**src/design/sile_pkg.sv**
```systemverilog
// ----------------------------------------------------------------------------
// sile_pkg
// Shared codes and the command struct of the sorted insert list engine.
// ----------------------------------------------------------------------------
package sile_pkg;

  localparam int unsigned ValueW = 32;
  localparam int unsigned CountOutW = 5;

  localparam logic [1:0] OP_PUSH_FRONT = 2'd0;
  localparam logic [1:0] OP_SORTED_INS = 2'd1;
  localparam logic [1:0] OP_POP_FRONT  = 2'd2;
  localparam logic [1:0] OP_CLEAR_ALL  = 2'd3;

  localparam logic [1:0] ST_DONE      = 2'd0;
  localparam logic [1:0] ST_POP_EMPTY = 2'd1;
  localparam logic [1:0] ST_FULL      = 2'd2;

  typedef struct packed {
    logic                     en;
    logic [1:0]               op;
    logic signed [ValueW-1:0] value;
  } sile_cmd_t;

endpackage

```
**src/design/sile_cell.sv**
```systemverilog
// ----------------------------------------------------------------------------
// sile_cell
// One list slot: compares against the incoming value, passes the insert
// search flag on to the next slot and shifts toward head or tail.
// ----------------------------------------------------------------------------
module sile_cell
  import sile_pkg::*;
(
  input  logic                     clk,
  input  sile_cmd_t                cmd,
  input  logic                     occ,
  input  logic signed [ValueW-1:0] left_val,
  input  logic signed [ValueW-1:0] right_val,
  input  logic                     pass_in,
  output logic                     pass_out,
  output logic signed [ValueW-1:0] val
);

  logic signed [ValueW-1:0] val_r;
  logic signed [ValueW-1:0] val_nxt;

  assign pass_out = pass_in && occ && (val_r < cmd.value);

  always_comb begin
    val_nxt = val_r;
    case (cmd.op)
      OP_PUSH_FRONT: val_nxt = left_val;
      OP_SORTED_INS: begin
        if (pass_out) begin
          val_nxt = val_r;
        end else if (pass_in) begin
          val_nxt = cmd.value;
        end else begin
          val_nxt = left_val;
        end
      end
      OP_POP_FRONT:  val_nxt = right_val;
      default:       val_nxt = val_r;
    endcase
  end

  always_ff @(posedge clk) begin
    if (cmd.en) begin
      val_r <= val_nxt;
    end
  end

  assign val = val_r;

endmodule

```
**src/design/sorted_insert_list_engine.sv**
```systemverilog
// ----------------------------------------------------------------------------
// sorted_insert_list_engine
// Bounded ordered list of signed values built from a row of shift cells.
// ----------------------------------------------------------------------------
// Use: each in_ beat carries an operation (push front, sorted insert, pop
// front, clear all) and a value. Each beat yields one out_ beat with a
// status, the head value and valid flag, and the entry count afterwards.
// Result: the result beat is registered and valid in the cycle after the in_ beat.
// Throughput: one beat per cycle unless a result waits on out_ready. Every
// cell compares and shifts in the same cycle; the insert search flag
// ripples through the row of CAPACITY cells, which sets the clock period.
// Stall: while a result waits on out_ready, in_ready stays low; it goes
// high in the cycle that result is taken, so a new beat enters then.
// Full list: pushes and inserts are rejected with status full.
// Empty list: pops return status pop on empty; head_value reads zero.
// Reset: clears the entry count and the result valid flag; slot contents
// are not cleared and are never shown above the count.
// ----------------------------------------------------------------------------
module sorted_insert_list_engine
  import sile_pkg::*;
#(
  parameter int unsigned CAPACITY = 16
) (
  input  logic                        clk,
  input  logic                        rst_n,
  input  logic                        in_valid,
  output logic                        in_ready,
  input  logic [1:0]                  in_operation,
  input  logic signed [ValueW-1:0]    in_value,
  output logic                        out_valid,
  input  logic                        out_ready,
  output logic [1:0]                  out_status,
  output logic signed [ValueW-1:0]    out_head_value,
  output logic                        out_head_valid,
  output logic [CountOutW-1:0]        out_entry_count
);

  localparam int unsigned CW = $clog2(CAPACITY + 1);
  localparam logic [CW-1:0] CapCount = CW'(CAPACITY);

  logic [CW-1:0]            count_r;
  logic [CW-1:0]            count_nxt;
  logic [1:0]               status_r;
  logic [1:0]               status_nxt;
  logic                     out_valid_r;
  logic                     accept;
  logic                     full;
  logic                     empty;
  logic                     reject;
  sile_cmd_t                cmd;
  logic signed [ValueW-1:0] val [CAPACITY];
  logic                     pass [CAPACITY+1];

  assign in_ready = !out_valid_r || out_ready;
  assign accept   = in_valid && in_ready;
  assign full     = (count_r == CapCount);
  assign empty    = (count_r == '0);

  always_comb begin
    reject     = 1'b0;
    status_nxt = ST_DONE;
    count_nxt  = count_r;
    case (in_operation) inside
      OP_PUSH_FRONT, OP_SORTED_INS: begin
        if (full) begin
          reject     = 1'b1;
          status_nxt = ST_FULL;
        end else begin
          count_nxt = count_r + 1'b1;
        end
      end
      OP_POP_FRONT: begin
        if (empty) begin
          reject     = 1'b1;
          status_nxt = ST_POP_EMPTY;
        end else begin
          count_nxt = count_r - 1'b1;
        end
      end
      default: count_nxt = '0;
    endcase
  end

  assign cmd.en    = accept && !reject;
  assign cmd.op    = in_operation;
  assign cmd.value = in_value;
  assign pass[0]   = 1'b1;

  for (genvar i = 0; i < CAPACITY; i++) begin : g_cell
    logic signed [ValueW-1:0] left_v;
    logic signed [ValueW-1:0] right_v;

    if (i == 0) begin : g_head
      assign left_v = in_value;
    end else begin : g_mid
      assign left_v = val[i-1];
    end
    if (i == CAPACITY - 1) begin : g_tail
      assign right_v = val[i];
    end else begin : g_body
      assign right_v = val[i+1];
    end

    sile_cell u_cell (
      .clk       (clk),
      .cmd       (cmd),
      .occ       (CW'(i) < count_r),
      .left_val  (left_v),
      .right_val (right_v),
      .pass_in   (pass[i]),
      .pass_out  (pass[i+1]),
      .val       (val[i])
    );
  end

  always_ff @(posedge clk) begin
    if (!rst_n) begin
      count_r     <= '0;
      out_valid_r <= 1'b0;
    end else begin
      if (accept) begin
        count_r <= count_nxt;
      end
      if (in_ready) begin
        out_valid_r <= in_valid;
      end
    end
  end

  always_ff @(posedge clk) begin
    if (accept) begin
      status_r <= status_nxt;
    end
  end

  assign out_valid       = out_valid_r;
  assign out_status      = status_r;
  assign out_head_valid  = !empty;
  assign out_head_value  = empty ? '0 : val[0];
  assign out_entry_count = CountOutW'(count_r);

endmodule

```
**config.mk**
```make
export PLATFORM = sky130hd
export DESIGN_NAME = sorted_insert_list_engine
export DESIGN_NICKNAME = d
export VERILOG_FILES = /design/src/design/sile_pkg.sv /design/src/design/sile_cell.sv /design/src/design/sorted_insert_list_engine.sv
export SDC_FILE = /design/constraint.sdc
export NUM_CORES = 2
export LEC_CHECK = 0
export ABC_AREA = 0
export ABC_CLOCK_PERIOD_IN_PS = 14500
export BUFFER_PORTS_ARGS = -buffer_cell sky130_fd_sc_hd__buf_2
export CORE_MARGIN = 1.5
export CORE_UTILIZATION = 55
export DETAILED_ROUTE_END_ITERATION = 16
export PLACE_DENSITY = 0.67
export SLEW_MARGIN = 20
export SYNTH_ARGS = -nofsm -noshare
export SYNTH_HDL_FRONTEND = slang
export SYNTH_SLANG_ARGS = --single-unit
```
**constraint.sdc**
```tcl
create_clock -name clk -period 14.5 [get_ports clk]
set_clock_uncertainty 0.2 [all_clocks]
set_input_delay 2.9 -clock clk [delete_from_list [all_inputs] [get_ports clk]]
set_output_delay 2.9 -clock clk [all_outputs]
set_load 0.05 [all_outputs]
```
==> results.py <==
metrics = {
    "outcome": {
        "status": "completed",
    },
    "logic_synthesis": {
        "synth.most_common_cell": "edfxtp_1",
        "synth_area_leader_cell": "edfxtp_1",
        "synthTopCellsByArea": "edfxtp_1 (43%), ha_1 (17%), a221o_1 (5.6%)",
        "synth_top_cell_area_share_pct": 42.6,
        "synth_edf_count": 514,
        "ys_warn_count": 0,
        "synthTopCellsByCount": "edfxtp_1 (514), ha_1 (504), nand2_1 (469)",
        "yosysSeqAreaShare_pct": 42.9,
        "syn_inst": 3534,
        "synth_cell_types": 75,
        "ys_seq_elements": 520,
        "synth_nets": 4076,
        "syn_area_um2": 36200,
        "ys.flop_type": "edfxtp_1",
        "async_flop_share_pct": 0,
        "syn_avg_cell_area_um2": 10.2,
    },
    "cts": {
        "post_cts_buffers": 0,
        "cts_buffers": 60,
        "cts.sinks": 520,
        "ctsResizeCount": 0,
        "htreeDepth": 2,
        "clk_path_buf_depth": 3,
        "clk_pin_slew_ps": 60,
        "cts_tree": "done",
        "clkLatencyLatePin_ps": 670,
        "cts_root_buf": "clkbuf_16",
        "ctsHoldBuffers": 0,
    },
    "global_route": {
        "grtUsageTotal_pct": 43.8,
        "gr-total-overflow": 0,
        "grt_pass1_wl_um": 217000,
        "grt_pass1_vias": 32300,
        "grt_max_degree": 182,
        "antenna_found_initial": 5,
    },
    "setup_path": {
        "endpoint_kind": "register",
        "worstPathCellList": "buf_2 -> inv_1 -> ha_1 -> a21oi_1 -> o21ai_0 -> a22o_1 -> nor4_1 -> a31oi_1 -> a221o_1 -> or4b_1 -> or3_4 -> nor3_1 -> and3_1 -> buf_4 -> a221o_1",
        "slowest_stage": "and3_1",
        "cp.arrival_ps": 9450,
        "critPathMaxStageDelay_ps": 1090,
        "crit_required_ps": 14830,
        "worstSetupPathType": "input pin to register",
        "crit_path_frequent_cell": "a221o_1",
        "path_max_fanout": 18,
        "start_kind": "input pin",
        "path_buf_inv": 3,
        "crit_family": "simple AND/OR/NAND/NOR gates",
    },
    "finish": {
        "final_util_pct": 61.0,
        "syn_to_final_growth_pct": 9.17,
        "drive_gt1_share_pct": 9.27,
        "fill_cells": 5432,
        "design_area_um2": 39500,
        "ff_latch_area_um2": 15600,
        "multi_input_area_um2": 19800,
        "finish.net_count": 4071,
        "final_cells": 4436,
    },
    "placement": {
        "dp.cells": 4322,
        "io_buffers": 79,
        "dp_hpwl_um": 105000,
        "globalplace.congestion": 1.04,
        "dp_slack_ps": 4920,
        "place_area_um2": 37700,
    },
    "power_and_ir_drop": {
        "power.total_mw": 4.54,
        "ir_drop_mv": 0.122,
        "p_leak_nw": 16.0,
        "powerDensity_nw_per_um2": 115,
    },
    "sta": {
        "max_clock_freq_mhz": 110,
        "worst_slack_ps": 5380,
        "rsz0062_at_grt": "no",
        "finalSetupViolCount": 0,
        "relSlewSlack_pct": 15.5,
        "fin_crit_sh_pct": 62.9,
        "slew_violations": 0,
        "hold_slack_ps": 398,
        "hold_viol": 0,
        "fin_crit_ps": 9120,
        "fin_tns_setup_ps": 0,
        "tightestPinTransition_ps": 1250,
    },
    "drt": {
        "drt-pass1-iter-count": 8,
        "drc": 0,
        "drt-total-wl_um": 150000,
        "wire_per_inst_um": 33.7,
        "wl_met2_um": 67400,
        "met1Wirelength_um": 53900,
        "highest_layer": "met5",
        "vias": 32900,
        "wl_met3_um": 16100,
        "drt-initial-drc-count": 4825,
        "viasPerCell": 7.41,
        "ant_nets": 0,
    },
    "hold_path": {
        "hold_path_class": "register to register",
    },
    "die": {
        "rows": 93,
        "fp.dieArea_um2": 67400,
        "dieHeight_um": 260,
        "coreArea_um2": 64800,
        "initial_core_util_pct": 55.9,
        "fp.dieW_um": 260,
        "boundaryPins": 80,
    },
    "flow_run": {
        "max_cap_violations": 0,
    },
}
## cells in the final DEF (no fill, tap or decap), types with 8 or more instances in the layout
master | Yosys | final
edfxtp_1 | 514 | 514
and2_1 | 35 | 33
buf_2 | 10 | 79
o211ai_1 | 33 | 33
a2111oi_0 | 13 | 11
and3_1 | 71 | 70
a221o_1 | 202 | 202
o21a_1 | 8 | 8
nand3_1 | 32 | 32
nand4_1 | 65 | 65
nor2b_1 | 55 | 53
clkinv_2 | 0 | 13
o21ai_0 | 274 | 270
a211oi_1 | 32 | 31
nand2_1 | 469 | 465
ha_1 | 504 | 502
mux2_2 | 30 | 30
nor2_1 | 242 | 230
inv_1 | 57 | 56
a21o_1 | 78 | 77
nand2b_1 | 20 | 20
a31oi_1 | 13 | 13
buf_4 | 1 | 82
a21oi_1 | 169 | 164
mux2i_1 | 11 | 11
nor3_1 | 26 | 25
clkinv_1 | 0 | 18
clkbuf_1 | 212 | 10
nor4_1 | 16 | 15
a22o_1 | 31 | 31
a22oi_1 | 190 | 190
clkbuf_16 | 0 | 60
## metal layers
layer  GRT usage (%)  vias to the layer above
met5               0                        -
met2            68.8                     2477
li1                -                    13800
met4            30.9                        4
met3            8.59                      601
met1            54.2                    16000
## cell type report
type	count	area share, %
Tap cell	855	2.71
Multi-Input combinational cell	2727	50.1
Sequential cell	520	39.3
Clock inverter	43	0.804
Inverter	57	0.547
Clock buffer	70	3.89
Antenna cell	1	0.00633
Timing Repair Buffer	163	2.64
## final timing paths
| path | from | end | slack (ps) | cells after the start |
|---|---|---|---|---|
| min reg2reg | g_cell[5].u_cell.val[5] | g_cell[6].u_cell.val[5] | 400 | 2 |
| max | in_value[23] | g_cell[13].u_cell.val[13] | 5380 | 15 |
| min | g_cell[5].u_cell.val[5] | g_cell[6].u_cell.val[5] | 400 | 2 |
| max reg2reg | g_cell[9].u_cell.val[4] | g_cell[13].u_cell.val[13] | 8000 | 13 |
## report_power, final
group | internal [mW] | switching, mW
registers | 1.84 | 0.146
logic | 0.341 | 0.714
clock network | 0.812 | 0.686
total | 3.00 | 1.55
## kinds of logic (layout without fill, tap and decap cells)
logic type                 after synthesis  in the layout  synth area share [%]
AOI/OAI and AO/OA                     1102           1102                  21.5
and+or+nand+nor                       1074           1074                  13.7
DFF                                    520            520                  42.9
adders and majority gates              504            504                  17.4
buffers and inverters                  287            333                  3.08
muxes                                   45             45                  1.36
xor gates and xnor gates                 2              2                0.0484
other                                    0              1                     0
## flip-flops by register name (all words and copies together) (netlist names)
register / cells
out_entry_count: 5
out_valid: 1
out_status: 2
g_cell.u_cell.val: 512
## tightest hold or removal path, cell delays in order (launching register included)
cell	delay, ps
edfxtp_1	380
nand2_1	70
nand2_1	50
Note: power is estimated with default switching activity, not from simulation.
